`config.mk`:
```
export PLATFORM = sky130hd
export DESIGN_NAME = iq_envelope_peak_clipper
export DESIGN_NICKNAME = d
export VERILOG_FILES = /design/src/sv/iqepc_pkg.sv /design/src/sv/iqepc_ctrl.sv /design/src/sv/iqepc_dp.sv /design/src/sv/iq_envelope_peak_clipper.sv
export SDC_FILE = /design/constraint.sdc
export NUM_CORES = 2
export LEC_CHECK = 0
export BUFFER_PORTS_ARGS = -buffer_cell sky130_fd_sc_hd__buf_2
export CORE_MARGIN = 2
export CORE_UTILIZATION = 40
export DETAILED_ROUTE_END_ITERATION = 6
export GPL_ROUTABILITY_DRIVEN = 0
export PLACE_DENSITY = 0.58
export SYNTH_ARGS = -nofsm -noshare
export SYNTH_HDL_FRONTEND = slang
export SYNTH_SLANG_ARGS = --single-unit
```
`constraint.sdc`:
```
create_clock -name i_clk -period 24.7 [get_ports i_clk]
set_input_delay 4.94 -clock i_clk [delete_from_list [all_inputs] [get_ports i_clk]]
set_output_delay 4.94 -clock i_clk [all_outputs]
set_load 0.01 [all_outputs]
```
`src/sv/iqepc_pkg.sv`:
```
// ----------------------------------------------------------------------------
// iqepc_pkg
// types, constants and register indexes of the I/Q envelope peak clipper
// ----------------------------------------------------------------------------
`default_nettype none

package iqepc_pkg;

    localparam int HOLD_DEPTH_DEF   = 4;
    localparam int SAMPLE_DELAY_DEF = 2;

    localparam int SMP_W      = 16;
    localparam int LVL_W      = 15;
    localparam int AMP_W      = 17;
    localparam int SQ_W       = 32;
    localparam int PROD_W     = 31;
    localparam int ITER_N     = 16;
    localparam int ITER_W     = 4;
    localparam int CFG_IDX_W  = 2;
    localparam int CFG_DATA_W = 15;

    localparam logic [LVL_W-1:0] FLOOR_RST  = 15'd6553;
    localparam logic [LVL_W-1:0] TARGET_RST = 15'd23166;

    localparam logic signed [SMP_W-1:0] SAT_MAX = 16'sh7FFF;
    localparam logic signed [SMP_W-1:0] SAT_MIN = 16'sh8000;
    localparam logic [SMP_W-1:0]        POS_LIM = 16'd32767;
    localparam logic [SMP_W-1:0]        NEG_LIM = 16'd32768;

    typedef enum logic [CFG_IDX_W-1:0] {
        CFG_CLIP_MODE    = 2'd0,
        CFG_FLOOR_LEVEL  = 2'd1,
        CFG_TARGET_LEVEL = 2'd2
    } t_cfg_idx;

    typedef struct packed {
        logic signed [SMP_W-1:0] in_i;
        logic signed [SMP_W-1:0] in_q;
    } t_in_item;

    typedef struct packed {
        logic signed [SMP_W-1:0] out_i;
        logic signed [SMP_W-1:0] out_q;
    } t_out_item;

    typedef struct packed {
        logic capture;
        logic square;
        logic root_init;
        logic root_step;
        logic amp;
        logic peak;
        logic mul;
        logic div_init;
        logic div_step;
        logic finish;
    } t_dp_cmd;

    typedef struct packed {
        logic iter_last;
        logic out_free;
    } t_dp_stat;

endpackage

`default_nettype wire

```
`src/sv/iqepc_ctrl.sv`:
```
// ----------------------------------------------------------------------------
// iqepc_ctrl
// sequencer: steps one sample through square, root, peak, scale and divide
// ----------------------------------------------------------------------------
`default_nettype none

module iqepc_ctrl (
    input  wire logic               i_clk,
    input  wire logic               i_rst_n,
    input  wire logic               i_in_valid,
    output logic                    o_in_ready,
    input  wire iqepc_pkg::t_dp_stat i_stat,
    output iqepc_pkg::t_dp_cmd      o_cmd
);

    typedef enum logic [9:0] {
        S_IDLE  = 10'b00_0000_0001,
        S_SQR   = 10'b00_0000_0010,
        S_RINIT = 10'b00_0000_0100,
        S_ROOT  = 10'b00_0000_1000,
        S_AMP   = 10'b00_0001_0000,
        S_PEAK  = 10'b00_0010_0000,
        S_MUL   = 10'b00_0100_0000,
        S_DINIT = 10'b00_1000_0000,
        S_DIV   = 10'b01_0000_0000,
        S_FIN   = 10'b10_0000_0000
    } t_state;

    t_state r_state;
    t_state n_state;

    always_ff @(posedge i_clk) begin
        if (!i_rst_n) begin
            r_state <= S_IDLE;
        end else begin
            r_state <= n_state;
        end
    end

    always_comb begin
        n_state = r_state;
        o_cmd   = '0;
        unique case (r_state)
            S_IDLE: begin
                if (i_in_valid) begin
                    o_cmd.capture = 1'b1;
                    n_state       = S_SQR;
                end
            end
            S_SQR: begin
                o_cmd.square = 1'b1;
                n_state      = S_RINIT;
            end
            S_RINIT: begin
                o_cmd.root_init = 1'b1;
                n_state         = S_ROOT;
            end
            S_ROOT: begin
                o_cmd.root_step = 1'b1;
                if (i_stat.iter_last) begin
                    n_state = S_AMP;
                end
            end
            S_AMP: begin
                o_cmd.amp = 1'b1;
                n_state   = S_PEAK;
            end
            S_PEAK: begin
                o_cmd.peak = 1'b1;
                n_state    = S_MUL;
            end
            S_MUL: begin
                o_cmd.mul = 1'b1;
                n_state   = S_DINIT;
            end
            S_DINIT: begin
                o_cmd.div_init = 1'b1;
                n_state        = S_DIV;
            end
            S_DIV: begin
                o_cmd.div_step = 1'b1;
                if (i_stat.iter_last) begin
                    n_state = S_FIN;
                end
            end
            S_FIN: begin
                // wait here until the output register can take the result
                if (i_stat.out_free) begin
                    o_cmd.finish = 1'b1;
                    n_state      = S_IDLE;
                end
            end
            default: begin
                n_state = S_IDLE;
            end
        endcase
    end

    assign o_in_ready = (r_state == S_IDLE);

endmodule

`default_nettype wire

```
`src/sv/iqepc_dp.sv`:
```
// ----------------------------------------------------------------------------
// iqepc_dp
// datapath: config registers, delay line, bit-pair square root, peak hold,
// gain multiply, two-lane restoring divider and output register
// ----------------------------------------------------------------------------
`default_nettype none

module iqepc_dp #(
    parameter int HOLD_DEPTH   = iqepc_pkg::HOLD_DEPTH_DEF,
    parameter int SAMPLE_DELAY = iqepc_pkg::SAMPLE_DELAY_DEF
) (
    input  wire logic                                   i_clk,
    input  wire logic                                   i_rst_n,
    input  wire logic                                   i_cfg_we,
    input  wire logic [iqepc_pkg::CFG_IDX_W-1:0]        i_cfg_idx,
    input  wire logic [iqepc_pkg::CFG_DATA_W-1:0]       i_cfg_data,
    input  wire iqepc_pkg::t_in_item                    i_in_data,
    input  wire iqepc_pkg::t_dp_cmd                     i_cmd,
    output iqepc_pkg::t_dp_stat                         o_stat,
    input  wire logic                                   i_out_ready,
    output logic                                        o_out_valid,
    output iqepc_pkg::t_out_item                        o_out_data
);

    localparam int SMP_W  = iqepc_pkg::SMP_W;
    localparam int LVL_W  = iqepc_pkg::LVL_W;
    localparam int AMP_W  = iqepc_pkg::AMP_W;
    localparam int SQ_W   = iqepc_pkg::SQ_W;
    localparam int PROD_W = iqepc_pkg::PROD_W;
    localparam int ITER_W = iqepc_pkg::ITER_W;
    localparam int IDX_W  = (HOLD_DEPTH > 1) ? $clog2(HOLD_DEPTH) : 1;
    localparam int HI_W   = PROD_W - SMP_W;

    // ---------------- configuration registers ----------------
    logic             r_clip_mode;
    logic [LVL_W-1:0] r_floor;
    logic [LVL_W-1:0] r_target;

    always_ff @(posedge i_clk) begin
        if (!i_rst_n) begin
            r_clip_mode <= 1'b0;
            r_floor     <= iqepc_pkg::FLOOR_RST;
            r_target    <= iqepc_pkg::TARGET_RST;
        end else if (i_cfg_we) begin
            unique case (i_cfg_idx)
                iqepc_pkg::CFG_CLIP_MODE:    r_clip_mode <= i_cfg_data[0];
                iqepc_pkg::CFG_FLOOR_LEVEL:  r_floor     <= i_cfg_data[LVL_W-1:0];
                iqepc_pkg::CFG_TARGET_LEVEL: r_target    <= i_cfg_data[LVL_W-1:0];
                default: ;
            endcase
        end
    end

    // ---------------- sample capture and delay line ----------------
    logic signed [SMP_W-1:0] r_cur_i, r_cur_q;
    logic signed [SMP_W-1:0] r_dly_i, r_dly_q;

    always_ff @(posedge i_clk) begin
        if (i_cmd.capture) begin
            r_cur_i <= i_in_data.in_i;
            r_cur_q <= i_in_data.in_q;
        end
    end

    generate
        if (SAMPLE_DELAY == 0) begin : g_no_delay
            always_ff @(posedge i_clk) begin
                if (i_cmd.capture) begin
                    r_dly_i <= i_in_data.in_i;
                    r_dly_q <= i_in_data.in_q;
                end
            end
        end else begin : g_delay
            logic signed [SMP_W-1:0] r_line_i [0:SAMPLE_DELAY-1];
            logic signed [SMP_W-1:0] r_line_q [0:SAMPLE_DELAY-1];

            always_ff @(posedge i_clk) begin
                if (!i_rst_n) begin
                    for (int k = 0; k < SAMPLE_DELAY; k++) begin
                        r_line_i[k] <= '0;
                        r_line_q[k] <= '0;
                    end
                end else if (i_cmd.capture) begin
                    r_line_i[0] <= i_in_data.in_i;
                    r_line_q[0] <= i_in_data.in_q;
                    for (int k = 1; k < SAMPLE_DELAY; k++) begin
                        r_line_i[k] <= r_line_i[k-1];
                        r_line_q[k] <= r_line_q[k-1];
                    end
                end
            end

            always_ff @(posedge i_clk) begin
                if (i_cmd.capture) begin
                    r_dly_i <= r_line_i[SAMPLE_DELAY-1];
                    r_dly_q <= r_line_q[SAMPLE_DELAY-1];
                end
            end
        end
    endgenerate

    // ---------------- magnitude squared ----------------
    logic [SMP_W-1:0] abs_i, abs_q;
    logic [SQ_W-1:0]  r_sq_i, r_sq_q;

    assign abs_i = r_cur_i[SMP_W-1] ? SMP_W'(~r_cur_i + 1'b1) : r_cur_i;
    assign abs_q = r_cur_q[SMP_W-1] ? SMP_W'(~r_cur_q + 1'b1) : r_cur_q;

    always_ff @(posedge i_clk) begin
        if (i_cmd.square) begin
            r_sq_i <= {{(SQ_W-SMP_W){1'b0}}, abs_i} * {{(SQ_W-SMP_W){1'b0}}, abs_i};
            r_sq_q <= {{(SQ_W-SMP_W){1'b0}}, abs_q} * {{(SQ_W-SMP_W){1'b0}}, abs_q};
        end
    end

    // ---------------- iteration counter ----------------
    logic [ITER_W-1:0] r_cnt;

    always_ff @(posedge i_clk) begin
        if (i_cmd.root_init || i_cmd.div_init) begin
            r_cnt <= '0;
        end else if (i_cmd.root_step || i_cmd.div_step) begin
            r_cnt <= r_cnt + 1'b1;
        end
    end

    assign o_stat.iter_last = (r_cnt == ITER_W'(iqepc_pkg::ITER_N - 1));

    // ---------------- square root, two radicand bits per step ----------------
    logic [SQ_W-1:0] r_x, r_res, r_bit;
    logic [SQ_W-1:0] trial;

    assign trial = r_res + r_bit;

    always_ff @(posedge i_clk) begin
        if (i_cmd.root_init) begin
            r_x   <= r_sq_i + r_sq_q;
            r_res <= '0;
            r_bit <= {2'b01, {(SQ_W-2){1'b0}}};
        end else if (i_cmd.root_step) begin
            if (r_x >= trial) begin
                r_x   <= r_x - trial;
                r_res <= (r_res >> 1) + r_bit;
            end else begin
                r_res <= r_res >> 1;
            end
            r_bit <= r_bit >> 2;
        end
    end

    // ---------------- peak hold ----------------
    logic [AMP_W-1:0] r_hist [0:HOLD_DEPTH-1];
    logic [AMP_W-1:0] r_hmax;
    logic [AMP_W-1:0] r_amp;
    logic [AMP_W-1:0] r_peak;
    logic [IDX_W-1:0] scan_idx;
    logic             scan_on;
    logic [SMP_W-1:0] env;
    logic [AMP_W-1:0] env_x, floor_x, target_x, excess;
    logic [AMP_W-1:0] peak_raw;

    // history is scanned one entry per root step, while it is still unchanged
    assign scan_idx = r_cnt[IDX_W-1:0];
    assign scan_on  = ({1'b0, r_cnt} < (ITER_W+1)'(HOLD_DEPTH));

    always_ff @(posedge i_clk) begin
        if (i_cmd.root_init) begin
            r_hmax <= '0;
        end else if (i_cmd.root_step && scan_on) begin
            if (r_hist[scan_idx] > r_hmax) begin
                r_hmax <= r_hist[scan_idx];
            end
        end
    end

    assign env      = r_res[SMP_W-1:0];
    assign env_x    = {{(AMP_W-SMP_W){1'b0}}, env};
    assign floor_x  = {{(AMP_W-LVL_W){1'b0}}, r_floor};
    assign target_x = {{(AMP_W-LVL_W){1'b0}}, r_target};
    assign excess   = env_x - target_x;

    always_ff @(posedge i_clk) begin
        if (i_cmd.amp) begin
            if (!r_clip_mode) begin
                r_amp <= (env_x > floor_x) ? env_x : floor_x;
            end else begin
                r_amp <= (env_x > target_x) ? ({excess[AMP_W-2:0], 1'b0} + target_x)
                                            : target_x;
            end
        end
    end

    assign peak_raw = (r_amp > r_hmax) ? r_amp : r_hmax;

    always_ff @(posedge i_clk) begin
        if (!i_rst_n) begin
            for (int k = 0; k < HOLD_DEPTH; k++) begin
                r_hist[k] <= '0;
            end
        end else if (i_cmd.peak) begin
            r_hist[0] <= r_amp;
            for (int k = 1; k < HOLD_DEPTH; k++) begin
                r_hist[k] <= r_hist[k-1];
            end
        end
    end

    always_ff @(posedge i_clk) begin
        if (i_cmd.peak) begin
            // zero peak divides by one
            r_peak <= (peak_raw == '0) ? AMP_W'(1) : peak_raw;
        end
    end

    // ---------------- gain multiply ----------------
    logic [SMP_W-1:0]  dabs_i, dabs_q;
    logic [PROD_W-1:0] dabs_i_x, dabs_q_x, tgt_x;
    logic [PROD_W-1:0] r_prod_i, r_prod_q;
    logic              r_neg_i, r_neg_q;

    assign dabs_i   = r_dly_i[SMP_W-1] ? SMP_W'(~r_dly_i + 1'b1) : r_dly_i;
    assign dabs_q   = r_dly_q[SMP_W-1] ? SMP_W'(~r_dly_q + 1'b1) : r_dly_q;
    assign dabs_i_x = {{(PROD_W-SMP_W){1'b0}}, dabs_i};
    assign dabs_q_x = {{(PROD_W-SMP_W){1'b0}}, dabs_q};
    assign tgt_x    = {{(PROD_W-LVL_W){1'b0}}, r_target};

    always_ff @(posedge i_clk) begin
        if (i_cmd.mul) begin
            r_prod_i <= dabs_i_x * tgt_x;
            r_prod_q <= dabs_q_x * tgt_x;
            r_neg_i  <= r_dly_i[SMP_W-1];
            r_neg_q  <= r_dly_q[SMP_W-1];
        end
    end

    // ---------------- restoring divider, two lanes ----------------
    // quotients of 2^16 or more saturate anyway, so only 16 quotient bits are formed
    logic [AMP_W-1:0]        r_rem_i, r_rem_q;
    logic [SMP_W-1:0]        r_dvd_i, r_dvd_q;
    logic [SMP_W-1:0]        r_quo_i, r_quo_q;
    logic                    r_ovf_i, r_ovf_q;
    logic [AMP_W:0]          shf_i, shf_q;
    logic [AMP_W:0]          dif_i, dif_q;
    logic [AMP_W+SMP_W-1:0]  peak_hi;

    assign peak_hi = {r_peak, {SMP_W{1'b0}}};
    assign shf_i   = {r_rem_i, r_dvd_i[SMP_W-1]};
    assign shf_q   = {r_rem_q, r_dvd_q[SMP_W-1]};
    assign dif_i   = shf_i - {1'b0, r_peak};
    assign dif_q   = shf_q - {1'b0, r_peak};

    always_ff @(posedge i_clk) begin
        if (i_cmd.div_init) begin
            r_ovf_i <= ({{(AMP_W+SMP_W-PROD_W){1'b0}}, r_prod_i} >= peak_hi);
            r_ovf_q <= ({{(AMP_W+SMP_W-PROD_W){1'b0}}, r_prod_q} >= peak_hi);
            r_rem_i <= {{(AMP_W-HI_W){1'b0}}, r_prod_i[PROD_W-1:SMP_W]};
            r_rem_q <= {{(AMP_W-HI_W){1'b0}}, r_prod_q[PROD_W-1:SMP_W]};
            r_dvd_i <= r_prod_i[SMP_W-1:0];
            r_dvd_q <= r_prod_q[SMP_W-1:0];
            r_quo_i <= '0;
            r_quo_q <= '0;
        end else if (i_cmd.div_step) begin
            if (shf_i >= {1'b0, r_peak}) begin
                r_rem_i <= dif_i[AMP_W-1:0];
            end else begin
                r_rem_i <= shf_i[AMP_W-1:0];
            end
            if (shf_q >= {1'b0, r_peak}) begin
                r_rem_q <= dif_q[AMP_W-1:0];
            end else begin
                r_rem_q <= shf_q[AMP_W-1:0];
            end
            r_dvd_i <= r_dvd_i << 1;
            r_dvd_q <= r_dvd_q << 1;
            r_quo_i <= {r_quo_i[SMP_W-2:0], (shf_i >= {1'b0, r_peak})};
            r_quo_q <= {r_quo_q[SMP_W-2:0], (shf_q >= {1'b0, r_peak})};
        end
    end

    // ---------------- sign, saturation and output register ----------------
    function automatic logic signed [SMP_W-1:0] sat16(
        input logic             ovf,
        input logic             neg,
        input logic [SMP_W-1:0] quo
    );
        logic signed [SMP_W-1:0] res;
        if (ovf) begin
            res = neg ? iqepc_pkg::SAT_MIN : iqepc_pkg::SAT_MAX;
        end else if (!neg) begin
            res = (quo > iqepc_pkg::POS_LIM) ? iqepc_pkg::SAT_MAX : signed'(quo);
        end else begin
            res = (quo > iqepc_pkg::NEG_LIM) ? iqepc_pkg::SAT_MIN
                                             : signed'(SMP_W'(~quo + 1'b1));
        end
        return res;
    endfunction

    logic                 r_out_valid;
    iqepc_pkg::t_out_item r_out;

    always_ff @(posedge i_clk) begin
        if (!i_rst_n) begin
            r_out_valid <= 1'b0;
        end else if (i_cmd.finish) begin
            r_out_valid <= 1'b1;
        end else if (i_out_ready) begin
            r_out_valid <= 1'b0;
        end
    end

    always_ff @(posedge i_clk) begin
        if (i_cmd.finish) begin
            r_out.out_i <= sat16(r_ovf_i, r_neg_i, r_quo_i);
            r_out.out_q <= sat16(r_ovf_q, r_neg_q, r_quo_q);
        end
    end

    assign o_stat.out_free = !r_out_valid || i_out_ready;
    assign o_out_valid     = r_out_valid;
    assign o_out_data      = r_out;

endmodule

`default_nettype wire

```
`src/sv/iq_envelope_peak_clipper.sv`:
```
// Envelope clipper with peak hold for I/Q samples. Each accepted sample pair
// occupies the block until it has passed every step, so a new sample is
// accepted only after that: a 16-step bit-pair square root of I*I+Q*Q and a
// 16-step restoring divide (both lanes at once) dominate, run by one
// sequencer, plus eight further steps including the accepting one.
// The result appears in an output register, so the next sample is accepted
// while a finished result still waits; only if the previous result is still
// unread when the next one is done does the block stall. The outputs are the
// samples from SAMPLE_DELAY items earlier scaled by target_level over the held
// peak, saturated to 16 bits. Configuration is written through a plain write
// port and must only change while the block is idle.
// ----------------------------------------------------------------------------
// iq_envelope_peak_clipper
// top level: sequencer plus envelope, peak hold and scaling datapath
// ----------------------------------------------------------------------------
`default_nettype none

module iq_envelope_peak_clipper #(
    parameter int HOLD_DEPTH   = iqepc_pkg::HOLD_DEPTH_DEF,
    parameter int SAMPLE_DELAY = iqepc_pkg::SAMPLE_DELAY_DEF
) (
    input  wire logic                               i_clk,
    input  wire logic                               i_rst_n,
    input  wire logic                               i_cfg_we,
    input  wire logic [iqepc_pkg::CFG_IDX_W-1:0]    i_cfg_idx,
    input  wire logic [iqepc_pkg::CFG_DATA_W-1:0]   i_cfg_data,
    input  wire logic                               i_in_valid,
    output logic                                    o_in_ready,
    input  wire iqepc_pkg::t_in_item                i_in_data,
    output logic                                    o_out_valid,
    input  wire logic                               i_out_ready,
    output iqepc_pkg::t_out_item                    o_out_data
);

    iqepc_pkg::t_dp_cmd  cmd;
    iqepc_pkg::t_dp_stat stat;

    iqepc_ctrl u_ctrl (
        .i_clk      (i_clk),
        .i_rst_n    (i_rst_n),
        .i_in_valid (i_in_valid),
        .o_in_ready (o_in_ready),
        .i_stat     (stat),
        .o_cmd      (cmd)
    );

    iqepc_dp #(
        .HOLD_DEPTH   (HOLD_DEPTH),
        .SAMPLE_DELAY (SAMPLE_DELAY)
    ) u_dp (
        .i_clk       (i_clk),
        .i_rst_n     (i_rst_n),
        .i_cfg_we    (i_cfg_we),
        .i_cfg_idx   (i_cfg_idx),
        .i_cfg_data  (i_cfg_data),
        .i_in_data   (i_in_data),
        .i_cmd       (cmd),
        .o_stat      (stat),
        .i_out_ready (i_out_ready),
        .o_out_valid (o_out_valid),
        .o_out_data  (o_out_data)
    );

endmodule

`default_nettype wire

```
==> results.py <==
metrics = {
    "setup_path": {
        "start_kind": "register",
        "worst-setup-path-type": "register to register",
        "cp-end-kind": "register",
        "r2r-start": "u_dp.r_cur_i[0]",
        "r2r-end": "u_dp.r_sq_i[31]",
        "worstPathRequired_ns": 25.13,
        "crit_fanout": 17,
        "r2r_slack_ns": 15.02,
        "slowest_stage": "xor2_1",
        "cp_slowest_stage_delay_ns": 0.65,
        "crit_top_cell": "fa_1",
        "reg2regPathDepth": 29,
        "crit_start": "u_dp.r_cur_i[0]",
        "arrival_ns": 10.11,
    },
    "sta": {
        "fmax_ghz": 0.1033,
        "clock_skew_ns": 0.07207,
        "slew_headroom_pct": 17.57,
        "final-hold-violation-count": 0,
        "setup_viol": 0,
        "min_period_ns": 9.685,
        "rsz0062_at_grt": "false",
        "whs_ns": 0.4121,
        "tns_ns": 0,
        "slew_violations": 0,
        "finalCritPeriodShare_pct": 39.21,
        "worst_pin_slew_ns": 1.233,
    },
    "clock_network": {
        "cts_resized": 0,
        "clk_pin_slew_ns": 0.06,
        "clock-sinks": 633,
        "clockBufferDepth": 3,
        "postCtsSetupRepairBufs": 0,
        "cts_root_buf": "clkbuf_16",
        "cts-buffers-inserted": 75,
        "clk_latency_ns": 0.71,
        "cts_tree": "yes",
        "holdBufCountCts": 0,
        "htreeDepth": 3,
    },
    "yosys": {
        "yosysUniqueCellTypes": 81,
        "synthTopCellsByArea": "edfxtp_1 (23%), fa_1 (22%), ha_1 (12%)",
        "synth_area_leader_cell": "edfxtp_1",
        "avgSynthCellArea_um2": 9.549,
        "syn_area_um2": 64090,
        "synthArstFlopShare_pct": 0,
        "yosys.cell_count.top_type": "inv_1",
        "synth_cells": 6712,
        "synth.top_cells.by_count": "inv_1 (1009), nand2_1 (831), fa_1 (691)",
        "yosys_warnings": 0,
        "synth-seq-cells": 633,
        "synthFlopType": "edfxtp_1",
        "ys_seq_area_share_pct": 27.33,
        "synth_edf_count": 484,
        "netlist.area_leader.share_pct": 22.68,
    },
    "route": {
        "vias_per_cell": 5.263,
        "drt_iter0_drc": 3317,
        "num_vias": 46889,
        "post_drt_wl_per_cell_um": 18.69,
        "drcViolationCount": 0,
        "routed_wl_mm": 166.5,
        "drt.antenna.violating_nets": 0,
        "dr.pass1.iters": 5,
    },
    "die": {
        "io_pins": 88,
        "die_height_um": 404.3,
        "coreArea_um2": 158700,
        "die_width_um": 404.3,
        "die-area_um2": 163400,
        "start_util_pct": 40.37,
        "rows": 146,
    },
    "grt": {
        "grt_max_degree": 111,
        "grt_pass1_vias": 47592,
        "grt_first_pass_wirelength_mm": 266.2,
        "grt_use_total_pct": 20.60,
        "antenna_found_initial": 12,
        "gr-total-overflow": 0,
    },
    "final_layout": {
        "nNetsFinal": 8143,
        "layout-drive-gt1-share_pct": 5.739,
        "final_area_um2": 69610,
        "area_growth_pct": 8.615,
    },
    "outcome": {
        "outcome": "finished clean",
    },
    "placement": {
        "placed_cell_area_um2": 67200,
        "port-buffer-count": 87,
        "hpwl_mm": 128.8,
    },
    "min_path": {
        "min_path_cells": 0,
        "min_path_type": "register to register",
        "hold_path_startpoint": "u_dp.g_delay.r_line_q[1][15]",
        "hold_end": "u_dp.r_dly_q[15]",
    },
    "run": {
        "drv_cap": 0,
    },
}
==> flip-flops by register name (all words and copies together), names as in the netlist, 31 cells and up, named ones only <==
signal,cells
u_dp.r_x,32
u_dp.r_sq_q,31
u_dp.r_prod_i,31
u_dp.o_out_data,32
u_dp.g_delay.r_line_q,32
u_dp.r_hist,68
u_dp.g_delay.r_line_i,32
u_dp.r_res,32
u_dp.r_sq_i,31
u_dp.r_prod_q,31
==> placed cells by master (no fill, tap or decap), types with 67 or more instances in the layout <==
cell	n
nand3_1	91
a21oi_1	252
and2_1	240
xor2_1	123
mux2i_1	67
and3_1	89
a21o_1	116
xnor2_1	195
ha_1	627
inv_1	1007
o21ai_0	234
buf_2	86
nor2_1	485
fa_1	691
clkbuf_16	75
dfxtp_1	149
nand2_1	831
nor3_1	72
edfxtp_1	484
buf_4	97
==> routing by layer <==
layer	track usage, %	vias to the layer above	part of all wire, %
met4	5.394	6	2.4
met3	2.470	219	4.9
li1	-	22334	-
met5	0	-	0.029
met1	28.17	23174	45
met2	34.56	1156	48
==> critical path, delay by kind of cell (launching register included) <==
family	cells	cell delay (ns)
compound gates	8	2.17
xor+xnor	2	0.73
fa+ha+maj	8	3.48
buf+inv	5	1.15
flops	1	0.47
simple gates	6	1.46
==> cell families (layout without fill, tap and decap cells) <==
logic type | after synthesis | after routing | synth area share, %
simple gates | 2083 | 2083 | 15.13
fa+ha+maj | 1318 | 1318 | 33.82
buf+inv | 1249 | 1348 | 7.331
compound gates | 999 | 999 | 9.945
flops | 633 | 633 | 27.33
xor+xnor | 324 | 324 | 4.428
mux | 104 | 104 | 1.995
other cells | 2 | 29 | 0.01172
==> per-stage QoR <==
stage,cells,utilization (%),setup slack [ns]
3_3_place_gp,8766,42.33,15.41
2_1_floorplan,6732,-,16.06
5_1_grt,8903,43.84,14.54
3_5_place_dp,8766,42.33,15.16
6_report,8910,43.85,15.02
4_1_cts,8903,43.84,15.13
==> worst max-delay path by stage <==
| stage | cells after the start | to | slack (ns) |
|---|---|---|---|
| after floorplan | 32 | u_dp.r_sq_i[31] | 16.06 |
| after global placement | 29 | u_dp.r_sq_i[31] | 15.41 |
| after detailed placement | 29 | u_dp.r_sq_i[31] | 15.16 |
| after CTS | 29 | u_dp.r_sq_i[31] | 15.13 |
| after global routing | 29 | u_dp.r_sq_i[31] | 14.54 |
| final | 29 | u_dp.r_sq_i[31] | 15.02 |
==> layout make-up <==
| cell class | count | area, µm² |
|---|---|---|
| antenna | 7 | 17.52 |
| inverter | 1028 | 3859 |
| clock buffer | 98 | 2003 |
| sequential | 633 | 17520 |
| fill | 15199 | 89130 |
| tap | 2072 | 2592 |
| multi-input combinational | 4850 | 42070 |
| timing repair buffer | 183 | 1159 |
| clock inverter | 39 | 391.6 |
Power is left out: the tool's default activity adds up to more than one toggle a clock period on the data nets, which glitch-free logic cannot reach.
